===== src/sv/bucket_priority_queue_fifo_defines.svh =====
// Assertion macros for the bucket priority queue.
// Used by the top level; expects clk and rst_n in the including scope.
`ifndef BUCKET_PRIORITY_QUEUE_FIFO_DEFINES_SVH
`define BUCKET_PRIORITY_QUEUE_FIFO_DEFINES_SVH

// Same-cycle check: when ante holds, cons must hold.
`define BPQ_CHECK(label, ante, cons, msg) \
    label: assert property (@(posedge clk) disable iff (!rst_n) (ante) |-> (cons)) \
        else $error(msg);

// Next-cycle check: when ante holds, cons must hold in the next cycle.
`define BPQ_CHECK_NEXT(label, ante, cons, msg) \
    label: assert property (@(posedge clk) disable iff (!rst_n) (ante) |=> (cons)) \
        else $error(msg);

`endif


===== src/sv/bpq_pkg.sv =====
// Shared constants and types for the bucket priority queue.
// No dependencies; used by bpq_cell and the top level.
package bpq_pkg;

    // Fixed port widths
    localparam int OP_W    = 2;
    localparam int KEY_W   = 16;
    localparam int VALUE_W = 32;
    localparam int ST_W    = 2;

    // Operation codes
    localparam logic [OP_W-1:0] OP_INSERT = 2'd0;
    localparam logic [OP_W-1:0] OP_REMOVE = 2'd1;
    localparam logic [OP_W-1:0] OP_CLEAR  = 2'd2;

    // Status codes
    localparam logic [ST_W-1:0] ST_OK    = 2'd0;
    localparam logic [ST_W-1:0] ST_EMPTY = 2'd1;
    localparam logic [ST_W-1:0] ST_FULL  = 2'd2;
    localparam logic [ST_W-1:0] ST_RANGE = 2'd3;

    // Keys covered by one occupancy cell
    localparam int CELL_KEYS = 16;
    localparam int CELL_LW   = 4;

    // Command broadcast to every occupancy cell
    typedef struct packed {
        logic set_bit;
        logic clear_bit;
        logic clear_all;
    } cell_cmd_t;

endpackage


===== src/sv/bpq_cell.sv =====
// One occupancy cell: holds the occupied bits of CELL_KEYS buckets.
// Depends on bpq_pkg. Cells are chained for the lowest-key search and lookup.
module bpq_cell #(
    parameter int CELL_IDX = 0,
    parameter int CKW      = 8
) (
    input  logic                clk,
    input  logic                rst_n,
    input  bpq_pkg::cell_cmd_t  cmd,
    input  logic [CKW-1:0]      cmd_key,
    input  logic                found_in,
    input  logic [CKW-1:0]      min_in,
    input  logic                hit_in,
    output logic                found_out,
    output logic [CKW-1:0]      min_out,
    output logic                hit_out
);

    localparam int NK = bpq_pkg::CELL_KEYS;
    localparam int LW = bpq_pkg::CELL_LW;

    logic [NK-1:0] occ_reg;
    logic [NK-1:0] occ_next;
    logic          sel;
    logic [LW-1:0] lo;
    logic [LW-1:0] local_idx;
    logic          local_any;

    // Does the command key fall in this cell
    assign sel = (cmd_key >> LW) == CKW'(CELL_IDX);
    assign lo  = cmd_key[LW-1:0];

    // Occupancy update
    always_comb
    begin
        occ_next = occ_reg;
        if (cmd.clear_all)
        begin
            occ_next = '0;
        end
        else if (sel && cmd.set_bit)
        begin
            occ_next[lo] = 1'b1;
        end
        else if (sel && cmd.clear_bit)
        begin
            occ_next[lo] = 1'b0;
        end
    end

    always_ff @(posedge clk or negedge rst_n)
    begin
        if (!rst_n)
        begin
            occ_reg <= '0;
        end
        else
        begin
            occ_reg <= occ_next;
        end
    end

    // Lowest occupied bucket within the cell
    always_comb
    begin
        local_idx = '0;
        for (int i = NK - 1; i >= 0; i--)
        begin
            if (occ_reg[i])
            begin
                local_idx = LW'(i);
            end
        end
    end

    assign local_any = |occ_reg;

    // Chain: a lower cell that found a bucket wins
    assign found_out = found_in | local_any;
    assign min_out   = found_in ? min_in : (CKW'(CELL_IDX * NK) + CKW'(local_idx));
    assign hit_out   = hit_in | (sel & occ_reg[lo]);

endmodule


===== config.mk =====
export PLATFORM = sky130hd
export DESIGN_NAME = bpq_cell
export DESIGN_NICKNAME = d
export VERILOG_FILES = /design/src/sv/bucket_priority_queue_fifo_defines.svh /design/src/sv/bpq_pkg.sv /design/src/sv/bpq_cell.sv
export SDC_FILE = /design/constraint.sdc
export NUM_CORES = 1
export LEC_CHECK = 0
export ABC_AREA = 1
export BUFFER_PORTS_ARGS = -buffer_cell sky130_fd_sc_hd__buf_2
export CORE_MARGIN = 5
export CORE_UTILIZATION = 45
export CTS_BUF_LIST = sky130_fd_sc_hd__clkbuf_16
export DETAILED_ROUTE_END_ITERATION = 16
export PLACE_DENSITY = 0.7
export SYNTH_ARGS = -nofsm -noshare
export SYNTH_HDL_FRONTEND = slang
export SYNTH_SLANG_ARGS = --single-unit

===== constraint.sdc =====
create_clock -name clk -period 1.7 [get_ports clk]
set_input_delay 0.17 -clock clk [delete_from_list [all_inputs] [get_ports clk]]
set_output_delay 0.17 -clock clk [all_outputs]
set_load 0.05 [all_outputs]

==> flow_summary_export.csv, run 1 <==
group,metric,value,unit
yosys,yosys.area.top_type,"dfrtp_1",
sta,post-route-min-period,1.859,ns
route,first_iter_violations,57,
cts,insertion_delay,0.24,ns
sta,setup_viol,3,
yosys,avgSynthCellArea,6.599,sq um
sta,fmax,537.8,MHz
run,maxCapViolCount,0,
status,status,"complete, but fails checks",
worst_setup_path,arrival,1.69,ns
sta,tightestPinTransition,0.3406,ns
sta,skew,0,ns
final_layout,finish.instance_area,1567,sq um
route,met2WireLength,1433,um
yosys,ys_seq_area_share,32.62,%
sta,fin_hold_ws,0.3117,ns
final_layout,drive_gt1_share,22.22,%
route,ant_nets,0,
pwr,powerDensity,649.4,nW/um^2
cts,cts_made_buffers,3,
yosys,netlist_area,1227,sq um
floorplanning,die_y,62.23,um
yosys,synth_cell_types,24,
floorplanning,initial_utilization,45.69,%
placement,gp_congestion,0.9222,
yosys,syn_nets,209,
route,first_pass_iters,4,
global_routing,grt_pass1_vias,1320,
sta,timing.final.ws_setup,-0.1593,ns
global_routing,grtUsageTotal,17.08,%
status,violations,"negative setup slack",
sta,slew_violations,0,
cts,cts-root-buf,"clkbuf_16",
floorplanning,die_w,62.23,um
cts,clk_pin_slew,0.05,ns
worst_setup_path,cp.required,1.53,ns
route,topRoutingLayerUsed,"met4",
route,vias,1382,
sta,rsz0062_at_grt,"yes",
final_layout,syn_to_final_growth,27.62,%
yosys,synth_commonest_cells,"68 x nand2_1, 30 x inv_1, 16 x dfrtp_1",
sta,relSlewSlack,77.21,%
pwr,power,1.017,mW
yosys,async_flop_share,100.0,%
route,wl_per_cell,12.15,um
placement,io_buffers,32,
worst_setup_path,rr_worst_depth,6,
global_routing,grt_max_degree,17,
global_routing,grt_pass1_wl,5651,um
worst_setup_path,setup.worst_path.class,"reg2out",
cts,numClockSinks,16,
worst_setup_path,startpoint_type,"register",
floorplanning,coreArea,2686,sq um
pwr,ir_drop,0.3929,mV
yosys,yosysMostFrequentCell,"nand2_1",
yosys,synthFlopType,"dfrtp_1",
yosys,yosysWarningCount,0,
route,routed_wl,3110,um
hold_path,min_path_cells,4,
final_layout,fill_cells,251,
yosys,synth_edf_count,0,
cts,htree_levels,1,
floorplanning,ios,33,
yosys,synthCells,186,
worst_setup_path,path_max_fanout,4,
route,wl_met1,1360,um
sta,hold_violations,0,
floorplanning,die_area,3872,sq um
hold_path,min_path_type,"in2reg",
worst_setup_path,worstSetupEndpointType,"output port",
cts,clk_path_buf_depth,2,
final_layout,largest_reg_flops,16,
route,route.detailed.drc,0,
cts,cts_tree,"built",
sta,tns,-0.2576,ns
yosys,synth_area_leaders,"dfrtp_1 33%, nand2_1 21%, inv_1 9.2%, o211ai_1 9.2%, o21ai_0 5.7%",
floorplanning,rows,19,
pwr,p_leak,0.8945,nW
route,via_per_inst,5.398,
placement,hpwl,2405,um
global_routing,grt_overflow,0,
yosys,synth_top_area_share,32.62,%
yosys,synth-seq-cells,16,
sta,fin_crit_sh,109.4,%
global_routing,antenna_found_initial,0,
route,wl_met3,267,um
placement,dpl_cell_area,1449,sq um
final_layout,nNetsFinal,250,
final_layout,antenna_cells,0,
cell usage in the layout, fill, tap and decap left out:
master / count
nand3_1: 4
nand2_2: 1
nor2_4: 1
o311ai_0: 2
dfrtp_2: 1
nor2_1: 11
o21ai_0: 12
nor4_4: 1
buf_6: 3
inv_1: 28
nor4_1: 1
o31ai_2: 1
o21ai_1: 7
a22oi_1: 4
a22o_1: 1
dfrtp_1: 15
clkbuf_4: 1
inv_2: 2
o221ai_1: 4
nor3_1: 1
buf_2: 27
o211ai_1: 15
clkbuf_16: 3
dlygate4sd3_1: 1
a21oi_1: 1
buf_4: 8
o21ai_2: 1
nand2_1: 68
critical path: stages (launching register included):
cell and delay (ns):
dfrtp_1 0.40, inv_1 0.12, nand2_1 0.06, nand2_1 0.06, nand2_1 0.05, nand2_1 0.05, nand2_1 0.05, nand2_1 0.06
nand2_1 0.05, nand2_1 0.06, nand2_1 0.04, nand2_1 0.05, nand2_1 0.05, nand2_1 0.07, nand2_1 0.05, nand2_1 0.07
buf_6 0.16
power by group:
part | total [mW] | internal [mW] | switching [mW]
Combinational | 0.193 | 0.0601 | 0.133
Sequential | 0.384 | 0.383 | 0.000925
Clock | 0.440 | 0.308 | 0.133
Total | 1.02 | 0.751 | 0.266
what timing repair did:
| action | 4_1_cts | 5_1_grt |
|---|---|---|
| setup buffers | 1 | 0 |
| endpoints found under the hold margin | 16 | 0 |
| hold buffers | 1 | 0 |
| pin swaps | 0 | 0 |
| endpoints found under the setup margin | 4 | 6 |
| gates resized for setup | 9 | 3 |
stage by stage:
| stage | cells | util [%] | setup slack [ns] |
|---|---|---|---|
| floorplan | 186 | - | 0.009726 |
| global placement | 251 | 53.94 | 0.03974 |
| detailed placement | 251 | 53.94 | 0.05022 |
| CTS | 256 | 58.17 | -0.1415 |
| global route | 256 | 58.31 | -0.3399 |
| finish | 256 | 58.31 | -0.1593 |
worst paths after layout:
check / startpoint / endpoint / slack, ns
worst max register to register: occ_reg[14] / occ_reg[14] / 0.72
max in group asynchronous: rst_n / occ_reg[0] / 1.06
worst max-delay path: occ_reg[12] / min_out[0] / -0.16
worst min-delay path: cmd[0] / occ_reg[15] / 0.31
min in group asynchronous: rst_n / occ_reg[13] / 0.36
worst min register to register: occ_reg[3] / occ_reg[3] / 0.59
cells by family (layout without fill, tap and decap cells):
kind of cell,after synthesis,in the layout,synth area share [%]
flops,16,16,32.62
simple gates,88,88,29.87
compound gates,48,48,26.10
buf+inv,34,73,11.42
per-layer routing:
layer	up-vias	track usage, %
met5	-	0
met4	0	5.691
met3	8	4.505
met2	57	27.07
met1	620	22.36
li1	697	-
cell type report:
cell class                      count  area, sq um  share of cell area, %
Sequential cell                    16        401.6                  25.64
Inverter                           30        112.6                  7.189
Clock buffer                        3        75.07                  4.792
Timing Repair Buffer               40        246.5                  15.73
Tap cell                           31        38.79                  2.476
Multi-Input combinational cell    136        691.9                  44.17
Power figures use the tool's default switching activity.
==> run 2: changes to the inputs <==
--- a/config.mk
+++ b/config.mk
@@ -7,9 +7,8 @@
 export LEC_CHECK = 0
 export ABC_AREA = 1
 export BUFFER_PORTS_ARGS = -buffer_cell sky130_fd_sc_hd__buf_2
-export CORE_MARGIN = 5
+export CORE_MARGIN = 2
 export CORE_UTILIZATION = 45
-export CTS_BUF_LIST = sky130_fd_sc_hd__clkbuf_16
 export DETAILED_ROUTE_END_ITERATION = 16
 export PLACE_DENSITY = 0.7
 export SYNTH_ARGS = -nofsm -noshare
==> run 2 against run 1 <==
Compared with the run above:
- clock power is 41% lower
- first-iteration DRC count is 11% higher
- die area decreased by 18%
- critical path type unchanged
- the flow still finishes with violations (negative setup slack)
==> flow_summary_export.csv, run 2 (synthesis gave the netlist of run 1 again) <==
group,metric,value,unit
status,status,"complete, but fails checks",
status,violations,"negative setup slack",
final_layout,mostFrequentLayoutCell,"nand2_1",
placement,hpwl,2544,um
sta,skew,0,ns
route,route.detailed.drc,0,
pwr,ir_drop,0.3186,mV
placement,preCtsSetupSlack,0.06009,ns
floorplanning,ios,33,
sta,hold_violations,0,
route,first_iter_violations,63,
sta,fmax,529.7,MHz
sta,timing.final.ws_setup,-0.1878,ns
sta,fin_crit_sh,111.0,%
sta,rsz0062_at_grt,"yes",
global_routing,grt_pass1_vias,1327,
floorplanning,die_y,56.23,um
floorplanning,initial_utilization,48.66,%
sta,tns,-0.6715,ns
placement,io_buffers,32,
global_routing,grtUsageTotal,22.16,%
placement,dp.cells,252,
sta,tightestPinTransition,0.3905,ns
final_layout,drive_gt1_share,23.14,%
route,routed_wl,3407,um
final_layout,instances_no_fill,259,
cts,clk_pin_slew,0.10,ns
route,first_pass_iters,4,
sta,relSlewSlack,73.97,%
hold_path,min_path_type,"in2reg",
worst_setup_path,cpMostUsedCell,"nand2_1",
pwr,powerDensity,542.0,nW/um^2
route,via_per_inst,5.641,
hold_path,min_path_cells,4,
floorplanning,die_area,3161,sq um
worst_setup_path,slowest_delay,0.39,ns
floorplanning,rows,18,
final_layout,layout_common_cells,"68 x nand2_1, 30 x inv_1, 27 x buf_2, 16 x dfrtp_1, 15 x o211ai_1",
final_layout,nNetsFinal,253,
cts,numClockSinks,16,
run,maxCapViolCount,0,
cts,cts-root-buf,"clkbuf_4",
global_routing,grt_overflow,0,
worst_setup_path,startpoint_type,"register",
global_routing,grt_pass1_wl,5720,um
cts,clk_path_buf_depth,2,
worst_setup_path,crit_slowest_cell,"dfrtp_1",
worst_setup_path,rr_worst_depth,6,
sta,post-route-min-period,1.888,ns
final_layout,syn_to_final_growth,26.71,%
cts,insertion_delay,0.29,ns
worst_setup_path,arrival,1.72,ns
worst_setup_path,cp.required,1.53,ns
global_routing,antenna_found_initial,0,
final_layout,antenna_cells,0,
cts,cts_tree,"built",
route,vias,1461,
pwr,p_leak,0.8945,nW
cts,cts_made_buffers,3,
final_layout,largest_reg_flops,16,
route,ant_nets,0,
placement,gp_congestion,0.8868,
worst_setup_path,worstSetupEndpointType,"output port",
floorplanning,coreArea,2522,sq um
route,wl_per_cell,13.15,um
floorplanning,die_w,56.23,um
sta,slew_violations,0,
cts,htree_levels,1,
global_routing,grt_max_degree,17,
worst_setup_path,setup.worst_path.class,"reg2out",
sta,setup_viol,6,
worst_setup_path,path_cells,"inv_1 > nand2_1 > nand2_1 > nand2_1 > nand2_1 > nand2_1 > nand2_1 > nand2_1 > nand2_1 > nand2_1 > nand2_1 > nand2_1 > nand2_1 > nand2_1 > nand2_1 > nand2_1 > nand2_1 > buf_6",
worst_setup_path,path_max_fanout,2,
-- run 2: cell count changes in the layout (fill, tap and decap cells not counted) --
| cell | change |
|---|---|
| clkbuf_8 | +1 |
| a22oi_2 | +1 |
| o221ai_1 | -1 |
| buf_6 | -1 |
| clkbuf_16 | -3 |
| clkbuf_4 | +2 |
| o221ai_2 | +1 |
| dfrtp_1 | +1 |
| buf_4 | +5 |
| inv_2 | -2 |
| inv_1 | +2 |
| dfrtp_2 | -1 |
| a22oi_1 | -1 |
-- run 2: critical path, delay by kind of cell (launching register included) --
kind,cells,cell delay [ns]
buf+inv,2,0.22
simple gates,16,0.78
flops,1,0.39
-- run 2: power breakdown --
| group | internal [mW] | leakage (nW) | switching (mW) |
|---|---|---|---|
| registers | 0.382 | 0.223 | 0.000903 |
| logic | 0.0622 | 0.650 | 0.138 |
| clock network | 0.130 | 0.0210 | 0.129 |
-- run 2: layer usage --
layer | global-route usage [%] | vias to the layer above | wire length (um)
li1 | - | 707 | -
met4 | 5.102 | 0 | 32
met3 | 3.488 | 9 | 239
met1 | 30.46 | 687 | 1468
met2 | 36.47 | 58 | 1666
met5 | 0 | - | 0
-- run 2: path summary, 6_finish.rpt --
check,from,to,slack [ns]
worst max-delay path,occ_reg[14],min_out[0],-0.19
worst min-delay path,cmd[0],occ_reg[3],0.26
worst max register to register,occ_reg[14],occ_reg[14],0.67
worst min register to register,occ_reg[2],occ_reg[2],0.59
max in group asynchronous,rst_n,occ_reg[4],1.10
min in group asynchronous,rst_n,occ_reg[8],0.32
-- run 2: stage by stage --
stage          instance area (sq um)  power [mW]  hold WS [ns]  util [%]
6_report                        1555      0.8429        0.2650     61.66
5_1_grt                         1555      0.8840        0.2806     61.66
3_5_place_dp                    1463      0.5799        0.1159     57.99
3_3_place_gp                    1463      0.5767        0.1138     57.99
2_1_floorplan                   1232      0.5031       -0.1256         -
4_1_cts                         1545      0.8451        0.2706     61.26
-- run 2: final cells by class --
| type | instances | area (sq um) |
|---|---|---|
| multi-input cells | 136 | 703.2 |
| well taps | 30 | 37.54 |
| repair buffers | 43 | 265.3 |
| inverters | 30 | 112.6 |
| flip-flops and latches | 16 | 400.4 |
| clock buffers | 4 | 36.28 |
| fillers | 253 | 967.2 |
-- run 2: timing repair --
item / in CTS / in global routing
hold endpoints to repair: 16 / 0
endpoints found under the setup margin: 6 / 6
hold buffers: 1 / 0
setup buffers: 2 / 1
resized for setup: 7 / 3
pin swaps: 0 / 5
