### src/sv/bucket_priority_queue_fifo_defines.svh
// Assertion macros for the bucket priority queue.
// Used by the top level; expects clk and rst_n in the including scope.
`ifndef BUCKET_PRIORITY_QUEUE_FIFO_DEFINES_SVH
`define BUCKET_PRIORITY_QUEUE_FIFO_DEFINES_SVH

// Same-cycle check: when ante holds, cons must hold.
`define BPQ_CHECK(label, ante, cons, msg) \
    label: assert property (@(posedge clk) disable iff (!rst_n) (ante) |-> (cons)) \
        else $error(msg);

// Next-cycle check: when ante holds, cons must hold in the next cycle.
`define BPQ_CHECK_NEXT(label, ante, cons, msg) \
    label: assert property (@(posedge clk) disable iff (!rst_n) (ante) |=> (cons)) \
        else $error(msg);

`endif

### src/sv/bpq_ram.sv
// Generic single-write, single-read RAM with registered read data.
// No dependencies.
module bpq_ram #(
    parameter int WIDTH = 8,
    parameter int DEPTH = 16
) (
    input  logic                     clk,
    input  logic                     we,
    input  logic [$clog2(DEPTH)-1:0] waddr,
    input  logic [WIDTH-1:0]         wdata,
    input  logic [$clog2(DEPTH)-1:0] raddr,
    output logic [WIDTH-1:0]         rdata
);

    logic [WIDTH-1:0] mem_reg [DEPTH];
    logic [WIDTH-1:0] rdata_reg;

    // Write port
    always_ff @(posedge clk)
    begin
        if (we)
        begin
            mem_reg[waddr] <= wdata;
        end
    end

    // Registered read port
    always_ff @(posedge clk)
    begin
        rdata_reg <= mem_reg[raddr];
    end

    assign rdata = rdata_reg;

endmodule

### config.mk
export PLATFORM = sky130hd
export DESIGN_NAME = bpq_ram
export DESIGN_NICKNAME = d
export VERILOG_FILES = /design/src/sv/bucket_priority_queue_fifo_defines.svh /design/src/sv/bpq_ram.sv
export SDC_FILE = /design/constraint.sdc
export NUM_CORES = 1
export LEC_CHECK = 0
export ABC_AREA = 0
export BUFFER_PORTS_ARGS = -buffer_cell sky130_fd_sc_hd__buf_4
export CAP_MARGIN = 20
export CORE_MARGIN = 10
export CORE_UTILIZATION = 65
export CTS_CLUSTER_SIZE = 20
export DETAILED_ROUTE_END_ITERATION = 8
export GPL_TIMING_DRIVEN = 0
export PLACE_DENSITY = 0.86
export SYNTH_ARGS = -nofsm -noshare
export SYNTH_HDL_FRONTEND = slang
export SYNTH_SLANG_ARGS = --single-unit
### constraint.sdc
create_clock -name clk -period 3.68 [get_ports clk]
set_input_delay 0.368 -clock clk [delete_from_list [all_inputs] [get_ports clk]]
set_output_delay 0.368 -clock clk [all_outputs]
set_load 0.005 [all_outputs]
==> results of run 1 <==
## stage by stage
| stage | std cells | worst slack [ps] | instance area [µm²] |
|---|---|---|---|
| CTS | 391 | 1870 | 6070 |
| global placement | 355 | 1300 | 5460 |
| finish | 391 | 1860 | 6070 |
| global route | 391 | 1840 | 6070 |
| floorplan | 229 | 1820 | 5150 |
| detailed placement | 359 | 1400 | 5480 |
## power by group through the flow
| stage | combinational [µW] | clock, µW | sequential (µW) |
|---|---|---|---|
| after CTS | 179 | 1730 | 1740 |
| after detailed placement | 174 | 0 | 1770 |
| after floorplan | 87.9 | 0 | 1770 |
| after global placement | 166 | 0 | 1770 |
| after global routing | 188 | 1790 | 1750 |
| final | 179 | 1730 | 1740 |
## worst max path at each step
| stage | slack, ps | to | cells past startpoint |
|---|---|---|---|
| after global placement | 1300 | mem_reg[0][7] | 3 |
| after global routing | 1840 | mem_reg[0][3] | 4 |
| after CTS | 1870 | mem_reg[0][7] | 4 |
| after detailed placement | 1400 | mem_reg[0][7] | 4 |
| after floorplan | 1820 | mem_reg[0][0] | 2 |
| final | 1860 | mem_reg[0][7] | 4 |
## Yosys cell counts, drive strengths merged
cell type,instances
nand2,9
and2b,1
nor3,4
nor2,13
nand2b,2
buf,7
nand3,1
and2,1
edfxtp,128
clkdlybuf4s25,3
nor2b,1
or3b,1
dfxtp,8
a22oi,16
mux4,32
nand3b,2
## logic make-up (layout without fill, tap and decap cells)
logic type,after synthesis,after routing
flip-flops,136,136
AND/OR/NAND/NOR,35,35
multiplexers,32,32
AO/OA/AOI/OAI,16,16
buffers and inverters,10,70
## critical path, delay by kind of cell
family,cells,cell delay (ps)
and+or+nand+nor,2,1230
buffers and inverters,2,440
## cell type report
type,count,area share
Clock buffer,23,0.0736
Tap cell,102,0.0210
Buffer,10,0.0142
Timing Repair Buffer,28,0.0330
Multi-Input combinational cell,83,0.174
Clock inverter,9,0.0243
Sequential cell,136,0.660
## routing by layer
| layer | up-vias | part of all wire |
|---|---|---|
| li1 | 1071 | - |
| met4 | 0 | 0.018 |
| met5 | - | 0 |
| met2 | 193 | 0.49 |
| met3 | 16 | 0.10 |
| met1 | 1303 | 0.39 |
==> impl_metrics.py, run 1 <==
metrics = {
    "status": {
        "status": "complete, no violations",
    },
    "floorplanning": {
        "initial_utilization": 0.666,
        "die_x_um": 109,
        "ios": 26,
        "die-area_mm2": 0.0119,
        "row_count": 32,
        "core_area_mm2": 0.00773,
        "die_h_um": 109,
    },
    "worst_setup_path": {
        "reg2reg_from": "mem_reg[1][0]",
        "r2r_setup_slack_ps": 2160,
        "endpoint_kind": "flip-flop",
        "crit_path_top_delay_cell": "nor3_1",
        "rr_endpoint": "rdata[0]",
        "start_kind": "input pin",
        "crit_path_start": "waddr[2]",
        "crit_path_max_incr_delay_ps": 700,
        "critPathArrivalTime_ps": 2050,
        "path_max_fanout": 5,
        "reg2reg_depth": 3,
        "path_class": "input pin to flip-flop",
        "crit_required_ps": 3900,
        "crit_chain": "buf_4 -> or3b_2 -> nor3_1 -> buf_2",
    },
    "drt": {
        "drc": 0,
        "dr.pass1.iters": 4,
        "drt.antenna.violating_nets": 0,
        "routed_wl_um": 10900,
        "drt-vias-per-instance": 6.61,
        "wl_per_cell_um": 28.0,
        "drt-initial-drc-count": 205,
        "num_vias": 2583,
    },
    "synth": {
        "synthXorXnorAreaFrac": 0,
        "ys_types": 19,
        "avgSynthCellArea_um2": 22.5,
        "synth_top_area_frac": 0.747,
        "synth_largest_area_cell": "edfxtp_1",
        "synth_cells": 229,
        "synth_seq_cells": 136,
        "synth_fp_nets": 247,
        "synthSimpleGateAreaFrac": 0.0318,
        "synth_top_family_by_area": "multiplexers",
        "synth_fa_ha_area_frac": 0,
        "synthTopCellsByArea": "edfxtp_1 (75%), mux4_2 (7.9%), mux4_1 (7.1%)",
        "synth_compound_area_frac": 0.0233,
        "ys_warn_count": 0,
        "seq_area_frac_synth": 0.778,
        "synth.area.mux_share": 0.150,
        "netlist_area_mm2": 0.00515,
    },
    "finish": {
        "final_core_util": 0.785,
        "layout_commonest_cell": "edfxtp_1",
        "largest_reg_flops": 128,
        "final_cell_mix": "edfxtp_1 (128), buf_4 (25), mux4_2 (18)",
        "drive_above_1_share": 0.291,
        "nets": 294,
        "multiInputGateArea_mm2": 0.00106,
        "n_fill_cell": 355,
        "syn2layout_area_growth_pct": 17.9,
        "ff_latch_area_mm2": 0.00400,
        "antenna_cells": 0,
    },
    "clocking": {
        "cts_resized": 0,
        "cts-root-buf": "clkbuf_8",
        "cts.path.max_buffers": 2,
        "cts_hold_buf": 0,
        "cts_sinks": 136,
        "cts_setup_buffers": 0,
        "cts_tree": "done",
        "h-tree-depth": 4,
        "cts.clk_slew.worst_paths_ps": 60,
        "cts_buffers": 17,
        "clk_latency_ps": 520,
    },
    "sta": {
        "period_needed_ps": 1820,
        "worstMarginPinSlew_ps": 877,
        "fin_hold_ws_ps": 179,
        "slew_viol_final": 0,
        "max_freq_mhz": 548,
        "setup_violations": 0,
        "tns_ps": 0,
        "hold_violations": 0,
        "clock_skew_ps": 8.30,
        "rsz0062_at_grt": "no",
        "relSlewSlack": 0.411,
        "fin_crit_sh": 0.496,
    },
    "hold_path": {
        "hold_depth": 1,
        "hp-start": "wdata[4]",
        "hold_end": "mem_reg[8][4]",
        "hold_path_class": "input pin to flip-flop",
    },
    "place": {
        "dp_hpwl_um": 6430,
        "io_buffers": 24,
        "gp_congestion": 0.715,
    },
    "global_route": {
        "grt_pass1_wl_um": 16200,
        "grt_max_degree": 17,
        "antenna_found_initial": 0,
        "gr-usage-met1": 0.267,
        "grt_pass1_vias": 2585,
        "overflow": 0,
        "grt-busiest-layer": "met2",
        "track_usage": 0.196,
        "use_met2": 0.299,
        "met3_usage": 0.0525,
    },
    "power_and_ir_drop": {
        "combinationalPowerShare": 0.049,
        "pwr-share-clk": 0.473,
        "power_switching_uw": 723,
        "p_sw_frac": 0.198,
        "p_per_area_mw_per_mm2": 601,
        "power.leakage_uw": 0.00207,
        "p_int_uw": 2930,
        "p_total_uw": 3650,
        "ir_drop_mv": 0.540,
        "power_frac_seq": 0.478,
    },
    "run": {
        "max_cap_viol_count": 0,
    },
}
(Power assumes the default switching activity.)
==> run 2, diff against run 1 <==
--- a/config.mk
+++ b/config.mk
@@ -9,11 +9,11 @@
 export BUFFER_PORTS_ARGS = -buffer_cell sky130_fd_sc_hd__buf_4
 export CAP_MARGIN = 20
 export CORE_MARGIN = 10
-export CORE_UTILIZATION = 65
+export CORE_UTILIZATION = 60
 export CTS_CLUSTER_SIZE = 20
 export DETAILED_ROUTE_END_ITERATION = 8
 export GPL_TIMING_DRIVEN = 0
-export PLACE_DENSITY = 0.86
+export PLACE_DENSITY = 0.8
 export SYNTH_ARGS = -nofsm -noshare
 export SYNTH_HDL_FRONTEND = slang
 export SYNTH_SLANG_ARGS = --single-unit
==> constraint.sdc (replaced) <==
create_clock -name clk -period 1.7 [get_ports clk]
set_input_delay 0.17 -clock clk [delete_from_list [all_inputs] [get_ports clk]]
set_output_delay 0.17 -clock clk [all_outputs]
set_load 0.005 [all_outputs]
==> impl_metrics.py, run 2 (same netlist as run 1, synthesis figures left out) <==
metrics = {
    "status": {
        "status": "complete, no violations",
    },
    "global_route": {
        "grt_max_degree": 17,
        "overflow": 0,
        "grt_pass1_wl_um": 15600,
        "antenna_found_initial": 0,
        "grt_pass1_vias": 2594,
        "track_usage": 0.168,
    },
    "clocking": {
        "cts.path.max_buffers": 2,
        "h-tree-depth": 4,
        "cts_setup_buffers": 0,
        "cts_buffers": 17,
        "cts_sinks": 136,
        "cts_resized": 0,
        "cts_tree": "done",
        "clk_latency_ps": 530,
        "cts.clk_slew.worst_paths_ps": 60,
        "cts-root-buf": "clkbuf_8",
        "cts_hold_buf": 8,
    },
    "power_and_ir_drop": {
        "p_sw_frac": 0.188,
        "ir_drop_mv": 1.10,
        "power_frac_seq": 0.477,
        "power.leakage_uw": 0.00211,
        "p_int_uw": 6420,
        "power_switching_uw": 1490,
        "p_total_uw": 7910,
        "p_per_area_mw_per_mm2": 1280,
        "pwr-share-clk": 0.474,
        "combinationalPowerShare": 0.050,
    },
    "sta": {
        "period_needed_ps": 1520,
        "setup_violations": 0,
        "hold_violations": 0,
        "max_freq_mhz": 660,
        "fin_crit_sh": 0.891,
        "worstMarginPinSlew_ps": 843,
        "relSlewSlack": 0.436,
        "slew_viol_final": 0,
        "rsz0062_at_grt": "no",
        "clock_skew_ps": 18.5,
    },
    "drt": {
        "top_layer": "met4",
        "drt-vias-per-instance": 6.35,
        "num_vias": 2553,
        "wl_per_cell_um": 25.6,
        "drt-initial-drc-count": 150,
        "drt-met1-wl_um": 4140,
        "routed_wl_um": 10300,
        "drt.antenna.violating_nets": 0,
        "drc": 0,
        "dr_wl_met2_um": 5120,
        "dr_wl_met3_um": 864,
        "dr.pass1.iters": 5,
    },
    "finish": {
        "final_core_util": 0.744,
        "drive_above_1_share": 0.286,
        "largest_reg_flops": 128,
        "final_cell_mix": "edfxtp_1 (128), buf_4 (27), mux4_2 (18)",
        "n_fill_cell": 428,
        "syn2layout_area_growth_pct": 20.0,
        "antenna_cells": 0,
        "nets": 302,
        "layout_commonest_cell": "edfxtp_1",
    },
    "place": {
        "io_buffers": 24,
        "gp_congestion": 0.719,
        "dp_hpwl_um": 6250,
    },
    "worst_setup_path": {
        "critPathArrivalTime_ps": 1900,
        "crit_required_ps": 2090,
        "path_max_fanout": 1,
        "path_class": "flip-flop to flip-flop",
        "reg2reg_depth": 3,
        "endpoint_kind": "flip-flop",
        "start_kind": "flip-flop",
    },
    "hold_path": {
        "hold_depth": 2,
        "hold_path_class": "input pin to flip-flop",
    },
    "floorplanning": {
        "core_area_mm2": 0.00830,
        "row_count": 33,
        "die_h_um": 113,
        "die_x_um": 113,
        "initial_utilization": 0.620,
        "ios": 26,
        "die-area_mm2": 0.0127,
    },
    "run": {
        "max_cap_viol_count": 0,
    },
}
## run 2: cell types whose count changed in the layout (fill, tap and decap cells not counted), sizes merged
cell         before  now
dlygate4sd3       0    8
## run 2: through the flow
| step | TNS, ps | hold WS (ps) | std cells | instance area [µm²] | setup WS, ps |
|---|---|---|---|---|---|
| floorplan | 0 | 269 | 229 | 5150 | 37.1 |
| global placement | -9620 | 477 | 358 | 5460 | -492 |
| detailed placement | -3330 | 497 | 362 | 5480 | -158 |
| CTS | 0 | 46.7 | 402 | 6180 | 247 |
| global route | 0 | 59.9 | 402 | 6180 | 204 |
| finish | 0 | 68.0 | 402 | 6180 | 185 |
## run 2: worst paths after layout
| check | startpoint | end | slack [ps] |
|---|---|---|---|
| setup / recovery | mem_reg[1][4] | rdata[4] | 180 |
| hold / removal | waddr[0] | mem_reg[4][2] | 70 |
| setup reg to reg | mem_reg[1][4] | rdata[4] | 180 |
| hold reg to reg | mem_reg[11][2] | rdata[2] | 680 |
## run 2: routing by layer
layer / global-route usage / vias to the layer above
li1: - / 1086
met1: 0.217 / 1308
met2: 0.260 / 140
met3: 0.0570 / 19
met4: 0.0592 / 0
met5: 0 / -
## run 2: worst max-delay path, stage by stage (launching register included)
cell	delay (ps)
edfxtp_1	440
mux4_2	470
a22oi_1	350
nand2_1	110
## run 2: layout make-up
class / count / area [µm²] / area share
Sequential cell: 136 / 4000 / 0.648
Multi-Input combinational cell: 83 / 1060 / 0.171
Clock buffer: 23 / 467 / 0.0756
Timing Repair Buffer: 36 / 285 / 0.0462
Clock inverter: 9 / 146 / 0.0237
Tap cell: 105 / 131 / 0.0213
Buffer: 10 / 86.3 / 0.0140
## run 2: power groups by stage
stage          registers, µW  logic [µW]  clock network, µW
2_1_floorplan           3840         190                  0
3_3_place_gp            3830         361                  0
3_5_place_dp            3840         374                  0
6_report                3770         393               3750
5_1_grt                 3780         420               3950
4_1_cts                 3770         395               3770
==> run 3, diff against run 2 <==
--- a/config.mk
+++ b/config.mk
@@ -13,6 +13,7 @@
 export CTS_CLUSTER_SIZE = 20
 export DETAILED_ROUTE_END_ITERATION = 8
 export GPL_TIMING_DRIVEN = 0
+export HOLD_SLACK_MARGIN = 0.08
 export PLACE_DENSITY = 0.8
 export SYNTH_ARGS = -nofsm -noshare
 export SYNTH_HDL_FRONTEND = slang
==> impl_metrics.py, run 3 (same netlist as run 1, synthesis figures left out) <==
metrics = {
    "status": {
        "status": "complete, no violations",
    },
    "floorplanning": {
        "die_x_um": 113,
        "ios": 26,
        "die_h_um": 113,
        "die-area_mm2": 0.0127,
        "core_area_mm2": 0.00830,
        "row_count": 33,
        "initial_utilization": 0.620,
    },
    "clocking": {
        "cts_buffers": 17,
        "cts.clk_slew.worst_paths_ps": 60,
        "cts-root-buf": "clkbuf_8",
        "cts_resized": 0,
        "cts_setup_buffers": 0,
        "cts_sinks": 136,
        "h-tree-depth": 4,
        "clk_latency_ps": 530,
        "cts.path.max_buffers": 2,
        "cts_tree": "done",
    },
    "hold_path": {
        "hold_end": "rdata[7]",
        "hp-start": "raddr[1]",
        "hold_depth": 4,
        "hold_path_class": "input pin to flip-flop",
    },
    "finish": {
        "n_fill_cell": 426,
        "syn2layout_area_growth_pct": 20.4,
        "largest_reg_flops": 128,
        "final_core_util": 0.747,
        "drive_above_1_share": 0.284,
        "antenna_cells": 0,
        "layout_commonest_cell": "edfxtp_1",
        "final_cell_mix": "edfxtp_1 (128), buf_4 (27), mux4_2 (18)",
        "nets": 304,
        "layout.cells.non_filler": 404,
    },
    "worst_setup_path": {
        "rr_endpoint": "rdata[4]",
        "endpoint_kind": "flip-flop",
        "reg2reg_from": "mem_reg[1][4]",
        "crit_path_top_delay_cell": "nor2_1",
        "path_class": "input pin to flip-flop",
        "crit_path_max_incr_delay_ps": 710,
        "start_kind": "input pin",
        "critical_path.top_delay_family": "simple AND/OR/NAND/NOR gates",
        "r2r_setup_slack_ps": 190,
        "reg2reg_depth": 3,
        "path_max_fanout": 8,
        "critPathArrivalTime_ps": 1820,
        "crit_chain": "dlygate4sd3_1 -> buf_4 -> nand2b_1 -> nor2_1",
        "crit_required_ps": 1840,
        "critPathBufInv": 2,
    },
    "place": {
        "place_inst": 362,
        "post-place-ws_ps": -158,
        "io_buffers": 24,
        "gp_congestion": 0.719,
        "dp_hpwl_um": 6250,
    },
    "sta": {
        "setup_ws_ps": 21.5,
        "fin_crit_sh": 0.987,
        "worstMarginPinSlew_ps": 867,
        "rsz0062_at_grt": "no",
        "max_freq_mhz": 596,
        "setup_violations": 0,
        "hold_violations": 0,
        "fin_hold_ws_ps": 160,
        "period_needed_ps": 1680,
        "relSlewSlack": 0.420,
        "clock_skew_ps": 21.5,
        "tns_ps": 0,
        "slew_viol_final": 0,
    },
    "global_route": {
        "overflow": 0,
        "grt_max_degree": 17,
        "grt_pass1_wl_um": 15600,
        "antenna_found_initial": 0,
        "grt_pass1_vias": 2600,
        "track_usage": 0.168,
    },
    "drt": {
        "drc": 0,
        "routed_wl_um": 10300,
        "drt-vias-per-instance": 6.21,
        "wl_per_cell_um": 25.4,
        "dr.pass1.iters": 4,
        "drt.antenna.violating_nets": 0,
        "drt-initial-drc-count": 161,
        "num_vias": 2507,
    },
    "power_and_ir_drop": {
        "ir_drop_mv": 1.11,
        "p_per_area_mw_per_mm2": 1280,
        "power.leakage_uw": 0.00212,
    },
    "run": {
        "max_cap_viol_count": 0,
    },
}
run 3: final cells by class:
class | count | area, µm² | area share
buffer | 10 | 86.3 | 0.0139
clock buffer | 23 | 467 | 0.0753
clock inverter | 9 | 146 | 0.0236
multi-input combinational | 83 | 1060 | 0.171
sequential | 136 | 4000 | 0.646
tap | 105 | 131 | 0.0212
timing repair buffer | 38 | 305 | 0.0493
run 3: worst max-delay path by stage:
stage / start / to / slack, ps / depth (start not counted)
floorplan: waddr[2] / mem_reg[0][0] / 40 / 2
global placement: waddr[2] / mem_reg[0][7] / -490 / 3
detailed placement: waddr[2] / mem_reg[3][3] / -160 / 3
CTS: waddr[1] / mem_reg[12][7] / 110 / 4
global route: waddr[1] / mem_reg[1][5] / 0.5 / 4
finish: waddr[1] / mem_reg[1][5] / 20 / 4
run 3: worst reg2reg max path, delay by kind of cell, from the launching register on:
family	cells	cell delay, ps
and+or+nand+nor	1	110
muxes	1	480
AOI/OAI and AO/OA	1	340
DFF	1	440
run 3: routing by layer:
layer	track usage	wire (µm)	part of all wire
met1	0.217	4020	0.39
met2	0.261	5090	0.50
met3	0.0564	958	0.093
met4	0.0592	208	0.020
met5	0	0	0
run 3: repair_timing:
action,4_1_cts,5_1_grt
setup endpoints to repair,0,0
hold endpoints to repair,136,0
hold buffers,10,0
run 3: through the flow:
stage,instance area (µm²),total power [µW]
floorplan,5150,4030
global placement,5460,4190
detailed placement,5480,4210
CTS,6200,7940
global route,6200,8150
finish,6200,7920
run 3: power breakdown:
part	internal, µW	total [µW]	leakage (µW)	switching, µW
sequential	3750	3770	0.00122	20.1
combinational	187	395	0.000598	208
clock	2490	3760	0.000299	1270
total	6420	7920	0.00212	1500
